<file path="config.mk">
export PLATFORM = sky130hd
export DESIGN_NAME = mouse_packet_position_tracker_core
export DESIGN_NICKNAME = d
export VERILOG_FILES = /design/src/rtl/core/mppt_pkg.sv /design/src/rtl/core/mouse_packet_position_tracker_core.sv
export SDC_FILE = /design/constraint.sdc
export NUM_CORES = 1
export LEC_CHECK = 0
export BUFFER_PORTS_ARGS = -buffer_cell sky130_fd_sc_hd__buf_2
export CAP_MARGIN = 10
export CORE_ASPECT_RATIO = 1.75
export CORE_UTILIZATION = 30
export DETAILED_ROUTE_END_ITERATION = 7
export PLACE_DENSITY = 0.54
export SYNTH_ARGS = -nofsm -noshare
export SYNTH_HDL_FRONTEND = slang
export SYNTH_SLANG_ARGS = --single-unit
</file>
<file path="constraint.sdc">
create_clock -name clk -period 4.24 [get_ports clk]
set_input_delay 1.272 -clock clk [delete_from_list [all_inputs] [get_ports clk]]
set_output_delay 1.272 -clock clk [all_outputs]
set_load 0.005 [all_outputs]
</file>
<file path="src/rtl/core/mppt_pkg.sv">
package mppt_pkg;

  // Field widths
  localparam int unsigned BYTE_W    = 8;
  localparam int unsigned POS_W     = 10;
  localparam int unsigned DELTA_W   = 9;
  localparam int unsigned BUTTONS_W = 3;
  localparam int unsigned SUM_W     = 12;  // cursor plus displacement, signed
  localparam int unsigned OUT_W     = 48;  // 41 field bits padded to whole bytes

  // Header bit positions
  localparam int unsigned SIGN_X_POS = 4;
  localparam int unsigned SIGN_Y_POS = 5;

  // Configuration register indexes
  typedef enum logic [0:0] {
    REG_MAX_X = 1'b0,
    REG_MAX_Y = 1'b1
  } reg_index_t;

  // Clamp limits after reset
  localparam logic [POS_W-1:0] MAX_X_RESET = 10'd368;
  localparam logic [POS_W-1:0] MAX_Y_RESET = 10'd256;

  // Place of the next byte within a packet
  typedef enum logic [1:0] {
    IDX_HEADER = 2'd0,
    IDX_X      = 2'd1,
    IDX_Y      = 2'd2,
    IDX_SPARE  = 2'd3
  } byte_index_t;

  // One finished packet
  typedef struct packed {
    logic signed [DELTA_W-1:0]   delta_y;
    logic signed [DELTA_W-1:0]   delta_x;
    logic        [POS_W-1:0]     pos_y;
    logic        [POS_W-1:0]     pos_x;
    logic        [BUTTONS_W-1:0] buttons;
  } result_t;

  // Add a displacement to a position and clamp the sum to 0..limit
  function automatic logic [POS_W-1:0] move_clamped(
    input logic        [POS_W-1:0]   pos,
    input logic signed [DELTA_W-1:0] delta,
    input logic        [POS_W-1:0]   limit
  );
    logic signed [SUM_W-1:0] sum;
    logic [POS_W-1:0]        res;
    sum = $signed({2'b00, pos}) + SUM_W'(delta);
    if (sum[SUM_W-1]) begin
      res = '0;
    end else if (sum > $signed({2'b00, limit})) begin
      res = limit;
    end else begin
      res = sum[POS_W-1:0];
    end
    return res;
  endfunction

endpackage

</file>
<file path="src/rtl/core/mouse_packet_position_tracker_core.sv">
// Channel   Dir  Width  Contents
// s_axis    in   8      data_byte: one raw mouse byte
// m_axis    out  48     buttons, pos_x, pos_y, delta_x, delta_y (one word per packet)
// cfg       in   10     max_x (index 0), max_y (index 1), write only
//
// A byte is taken into an input register, then decoded combinationally: header and
// X bytes are stored, the Y byte updates both cursors and loads the result register.
// One byte per cycle is sustained unless a held result stalls a Y byte in the input register.
// Reset (synchronous) clears the byte count and cursors and restores the limits.
// A held result stalls only a Y byte behind it; header and X bytes keep flowing.
module mouse_packet_position_tracker_core (
  input  logic                          clk,
  input  logic                          rst,
  // data_byte [7:0]
  input  logic                          s_axis_tvalid,
  output logic                          s_axis_tready,
  input  logic [mppt_pkg::BYTE_W-1:0]   s_axis_tdata,
  // buttons [2:0], pos_x [12:3], pos_y [22:13], delta_x [31:23], delta_y [40:32], zero above
  output logic                          m_axis_tvalid,
  input  logic                          m_axis_tready,
  output logic [mppt_pkg::OUT_W-1:0]    m_axis_tdata,
  input  logic                          cfg_wr_en,
  input  logic                          cfg_index,
  input  logic [mppt_pkg::POS_W-1:0]    cfg_data
);

  logic                           in_valid;
  logic [mppt_pkg::BYTE_W-1:0]    in_byte;
  mppt_pkg::byte_index_t          byte_index;
  mppt_pkg::byte_index_t          byte_index_next;
  logic [mppt_pkg::BYTE_W-1:0]    header_byte;
  logic [mppt_pkg::BYTE_W-1:0]    x_byte;
  logic [mppt_pkg::POS_W-1:0]     cursor_x;
  logic [mppt_pkg::POS_W-1:0]     cursor_y;
  logic [mppt_pkg::POS_W-1:0]     max_x;
  logic [mppt_pkg::POS_W-1:0]     max_y;
  logic                           out_valid;
  mppt_pkg::result_t              result;
  mppt_pkg::result_t              result_next;
  logic                           completes;
  logic                           advance;

  // A byte completes a packet unless it is a header or X byte
  assign completes = (byte_index != mppt_pkg::IDX_HEADER) &&
                     (byte_index != mppt_pkg::IDX_X);
  assign advance   = in_valid && (!completes || !out_valid || m_axis_tready);
  assign s_axis_tready = !in_valid || advance;

  // Decode the packet and move the cursors
  always_comb begin
    result_next.buttons = header_byte[mppt_pkg::BUTTONS_W-1:0];
    result_next.delta_x = $signed({header_byte[mppt_pkg::SIGN_X_POS], x_byte});
    result_next.delta_y = $signed({header_byte[mppt_pkg::SIGN_Y_POS], in_byte});
    result_next.pos_x   = mppt_pkg::move_clamped(cursor_x, result_next.delta_x, max_x);
    result_next.pos_y   = mppt_pkg::move_clamped(cursor_y, result_next.delta_y, max_y);
    case (byte_index)
      mppt_pkg::IDX_HEADER: byte_index_next = mppt_pkg::IDX_X;
      mppt_pkg::IDX_X:      byte_index_next = mppt_pkg::IDX_Y;
      default:              byte_index_next = mppt_pkg::IDX_HEADER;
    endcase
  end

  // Hold the incoming word until the decode stage takes it
  always_ff @(posedge clk) begin
    if (rst) begin
      in_valid <= 1'b0;
    end else if (s_axis_tready) begin
      in_valid <= s_axis_tvalid;
    end
    if (s_axis_tvalid && s_axis_tready) begin
      in_byte <= s_axis_tdata;
    end
  end

  // Write the clamp limits
  always_ff @(posedge clk) begin
    if (rst) begin
      max_x <= mppt_pkg::MAX_X_RESET;
      max_y <= mppt_pkg::MAX_Y_RESET;
    end else if (cfg_wr_en) begin
      case (mppt_pkg::reg_index_t'(cfg_index))
        mppt_pkg::REG_MAX_X: max_x <= cfg_data;
        mppt_pkg::REG_MAX_Y: max_y <= cfg_data;
        default: ;
      endcase
    end
  end

  // Advance the packet state and load the result register
  always_ff @(posedge clk) begin
    if (rst) begin
      byte_index  <= mppt_pkg::IDX_HEADER;
      header_byte <= '0;
      x_byte      <= '0;
      cursor_x    <= '0;
      cursor_y    <= '0;
      out_valid   <= 1'b0;
    end else begin
      if (advance && completes) begin
        out_valid <= 1'b1;
      end else if (m_axis_tready) begin
        out_valid <= 1'b0;
      end
      if (advance) begin
        byte_index <= byte_index_next;
        case (byte_index)
          mppt_pkg::IDX_HEADER: header_byte <= in_byte;
          mppt_pkg::IDX_X:      x_byte      <= in_byte;
          default: begin
            cursor_x  <= result_next.pos_x;
            cursor_y  <= result_next.pos_y;
          end
        endcase
      end
    end
  end

  // Result payload
  always_ff @(posedge clk) begin
    if (advance && completes) begin
      result <= result_next;
    end
  end

  assign m_axis_tvalid = out_valid;
  assign m_axis_tdata  = mppt_pkg::OUT_W'(result);

endmodule

</file>
# Word level (Yosys, flattened, before mapping)

Index checks and enable logic that the tools add are counted.

Register bits: 107
Output and inout bits: 50
Logic and storage cells: 49

Add/sub/neg operators: 2
$lt $le $gt $ge: 2
Equal/unequal tests: 2
Multiplexer cells: 7
Bitwise logic cells: 2
Reductions and logical operators: 19

Operators by type and width:

| cell               | count |
|---|---|
| $mux 10            | 4 |
| $add 11x9->12      | 2 |
| $gt 12x11->1       | 2 |
| $reduce_and 2->1   | 5 |
| $logic_and 1x1->1  | 4 |
| $pmux 2 s2         | 1 |
| $reduce_bool 2->1  | 2 |
| $logic_not 1->1    | 3 |
| $logic_or 1x1->1   | 3 |
| $eq 2x1->1 const B | 1 |
| $logic_not 2->1    | 1 |
| $mux 1             | 2 |
| $ne 2x1->1 const B | 1 |
| $not 1->1          | 2 |
| $reduce_or 2->1    | 1 |

# Logic depth before layout (Yosys ltp)

Word-level depth: 8
Gate-level depth with buffers: 17
Gate-level depth less buffers: 16

# Worst setup path after synthesis

Ideal clock, no wire load.

Kind: in2reg
From: input m_axis_tready
To: register cursor_x[5] (netlist bit)
Library setup time: 0.129 ns
Data arrival time: 3.711 ns
Required time: 4.111 ns
Slack: 0.400 ns
Cell stages on the path: 6
Path buffers: 1
Cell sequence: nor2b_1 nor2_1 nor2_1 clkbuf_1 nand2_1 o21ai_0

Word-level cells in the longest chain between the ends: 3

Ends and longest elaborated chain:

| item                       | line                                      | RTL |
|---|---|---|
| start: declaration         | mouse_packet_position_tracker_core.sv:20  | `input logic m_axis_tready,` |
| $logic_or 1x1->1           | mouse_packet_position_tracker_core.sv:46  | `assign advance = in_valid && (!completes \|\| !out_valid \|\| m_axis_tready);` |
| $logic_and 1x1->1          | mouse_packet_position_tracker_core.sv:46  |  |
| $reduce_and 2->1 (no line) | -                                         |  |
| end signal: assignment     | mouse_packet_position_tracker_core.sv:110 | `cursor_x <= result_next.pos_x;` |
| end: declaration           | mouse_packet_position_tracker_core.sv:33  | `logic [mppt_pkg::POS_W-1:0] cursor_x;` |

No other way between the ends.
A chain may end at the register's enable or synchronous reset.

==> run metrics <==
met1 Usage GRT=15.3%; Hold Worst Slack=450 ps; clk buf depth=2; Post-Synth Adder-Cell Area=10.6%; EDFF count, synth=49; Util after Layout=around 36%; crit path capture type=flop; Mapped Area=0.00536 mm²; boundary pin count=74; global routing met2 resource utilization=a little under a third; antenna-violating nets left=0; design area=0.00636 mm²; Yosys Warn Count=0; xor/xnor share of the synthesized area=2.45%; worst path required time=4350 ps; vias in the first global route=~4000; Post-Route Skew=14.1 ps; vias=4047; first-pass iteration count of the detailed router=6; area of the multi-input gates=0.00257 mm²; met3 global-route usage=~2.2%; top cells by count, synth=nand2_1, dfxtp_1, nor2_1, edfxtp_1, ha_1; # diodes=0; Total GRT Usage=15.4%; routed len/inst=15.9 µm; register area=0.00261 mm²; clk_lat worst skew=360 ps; Final Routed Wirelength=13.4 mm; Nets=678; simple-gate share of the synthesized area=12.9%; routability cong.=0.875; Synth Area per Inst=about 10 µm²; post-synthesis compound-gate area fraction=around 15%; crit share post-route=93.6%; CTS root buf=clkbuf_16; Initial DRC Count=156; ranking of synthesized cells by area=edfxtp_1, dfxtp_1, ha_1, mux2i_1, nand2_1; # setup viols final=0; worst-margin pin slew=roughly 1200 ps; initial antenna violation count=0; pwr/cell area=356 mW/mm²; mux contribution to synthesized area=5.79%; Die H=179 µm; dpl hpwl=10.5 mm; Leak=2.69 nW; sequential cell area fraction in the yosys report=between 40% and 50%; RSZ-0062 raised after global routing=yes; Rel. slew slack=22.9%; min cycle time layout=3970 ps; most common cell in the netlist=nand2_1; Clock transition at path regs=80 ps; crit path max fanout=7; TritonCTS clock tree=built; Worst setup SP type=flop; TritonCTS Buffers=9; Yosys reg bits=106; f_max=approximately 250 MHz; Synth async-reset ratio=0%; final hold violations=0; first-pass GRT wire length=roughly 21 mm; Starting Density=a little under a third; worst min path class=reg -> reg; Clock H-tree levels=3; maximum VDD drop=roughly 0.17 mV; Critical Setup Path Class=reg -> reg; Die ar.=0.0184 mm²; fin. max-slew vios=0; Main synth FF type=dfxtp_1; Die X-Extent=103 µm; largest family of logic cells by synthesized area=compound AO/OA/AOI/OAI gates; arrival time at the worst endpoint=~4100 ps; post-synthesis cell type with the largest combined area=edfxtp_1; synthesized instance count=537; max-cap violations=0; vias per cell=around 4.8; row cnt=64; largest net degree at the start of global routing=40; total gr overflow=0; post-synth top area share=27.5%; drt drc=0; TNS Setup=0 ps; global route hottest layer=met2; Post-DP Area=0.00598 mm²; # fillers=1826; layout cells sized above 1=18.0%; Core ar.=0.0175 mm²; count of unique library cells instantiated by Yosys=53; CTS sink cnt=approximately 110; area grow syn2layout=18.8%; port bufs=66; Hold-fix buffers, CTS=0; status=completed; Total Power=around 0.0023 W
[per-stage QoR]
step | setup WS (ps) | cells
floorplan | 400 | 543
global placement | 318 | 829
detailed placement | 260 | 829
CTS | 233 | 845
global route | -4.65 | 846
finish | 272 | 846
[path summary, 6_finish.rpt]
check	start	to	slack, ps	cells past startpoint
min	header_byte[1]	m_axis_tdata[1]	450	0
max	in_byte[2]	m_axis_tdata[16]	270	15
min reg2reg	header_byte[1]	m_axis_tdata[1]	450	0
max reg2reg	in_byte[2]	m_axis_tdata[16]	270	15
[cells by family after synthesis]
| family | count (synthesis) |
|---|---|
| compound gates | 118 |
| xor+xnor | 15 |
| fa+ha+maj | 44 |
| buf+inv | 62 |
| flops | 106 |
| mux | 31 |
| other cells | 1 |
| simple gates | 160 |
[flip-flops by register name (all words and copies together) (netlist names)]
name / flops
max_x: 10
header_byte: 5
m_axis_tvalid: 1
x_byte: 8
in_valid: 1
cursor_x: 10
cursor_y: 10
byte_index: 2
m_axis_tdata: 41
max_y: 10
in_byte: 8
[metal layers]
layer | up-vias | part of all wire (%) | wire, µm
li1 | 2018 | - | -
met1 | 1942 | 38 | 5050
met2 | 72 | 58 | 7740
met3 | 15 | 2.9 | 389
met4 | 0 | 2.0 | 270
met5 | - | 0 | 0
[timing repair]
item,CTS,global route
endpoints found under the setup margin,0,9
setup buffers,0,1
hold endpoints to repair,0,0
gates resized for setup,0,12
[cell type report]
cell class              count  share of cell area [%]
flip-flops and latches    106                    41.1
multi-input cells         375                    40.4
repair buffers             78                    6.67
well taps                 231                    4.54
clock buffers              10                    3.60
inverters                  40                    2.36
clock inverters             6                    1.32
[cell usage in the layout, fill, tap and decap left out, types with 4 or more instances in the layout]
| cell type | synthesis | final |
|---|---|---|
| nand2_1 | 66 | 66 |
| buf_2 | 0 | 66 |
| dfxtp_1 | 57 | 57 |
| nor2_1 | 56 | 55 |
| edfxtp_1 | 49 | 49 |
| ha_1 | 42 | 42 |
| inv_1 | 40 | 40 |
| a21oi_1 | 35 | 35 |
| mux2i_1 | 31 | 25 |
| o21ai_0 | 22 | 22 |
| xnor2_1 | 14 | 14 |
| o21ai_1 | 11 | 11 |
| buf_4 | 8 | 11 |
| clkbuf_16 | 0 | 9 |
| a21o_1 | 8 | 8 |
| nor3_1 | 8 | 8 |
| nand2b_1 | 8 | 8 |
| conb_1 | 1 | 7 |
| o211ai_1 | 6 | 6 |
| nor2b_1 | 5 | 5 |
| o21a_1 | 4 | 4 |
| nand4_1 | 4 | 4 |
| a211o_1 | 4 | 4 |
[critical path: stages, from the launching register on]
cell and delay, ps:
edfxtp_1 500, ha_1 380, nor2b_1 160, o31ai_1 210, a21oi_1 110, or2_2 280, a21oi_1 170, xnor2_1 110
ha_1 210, or3_1 360, a211oi_2 200, o221ai_1 140, a311oi_2 330, buf_6 220, mux2i_2 280, nor2_1 70
[power breakdown]
group / total, W / internal [W] / leakage (nW) / switching, W
clock: 0.000879 / 0.000472 / 0.152 / 0.000406
sequential: 0.00113 / 0.00110 / 0.917 / 0.0000273
combinational: 0.000261 / 0.000115 / 1.62 / 0.000147
total: 0.00227 / 0.00168 / 2.69 / 0.000580
Power figures use the tool's default switching activity.
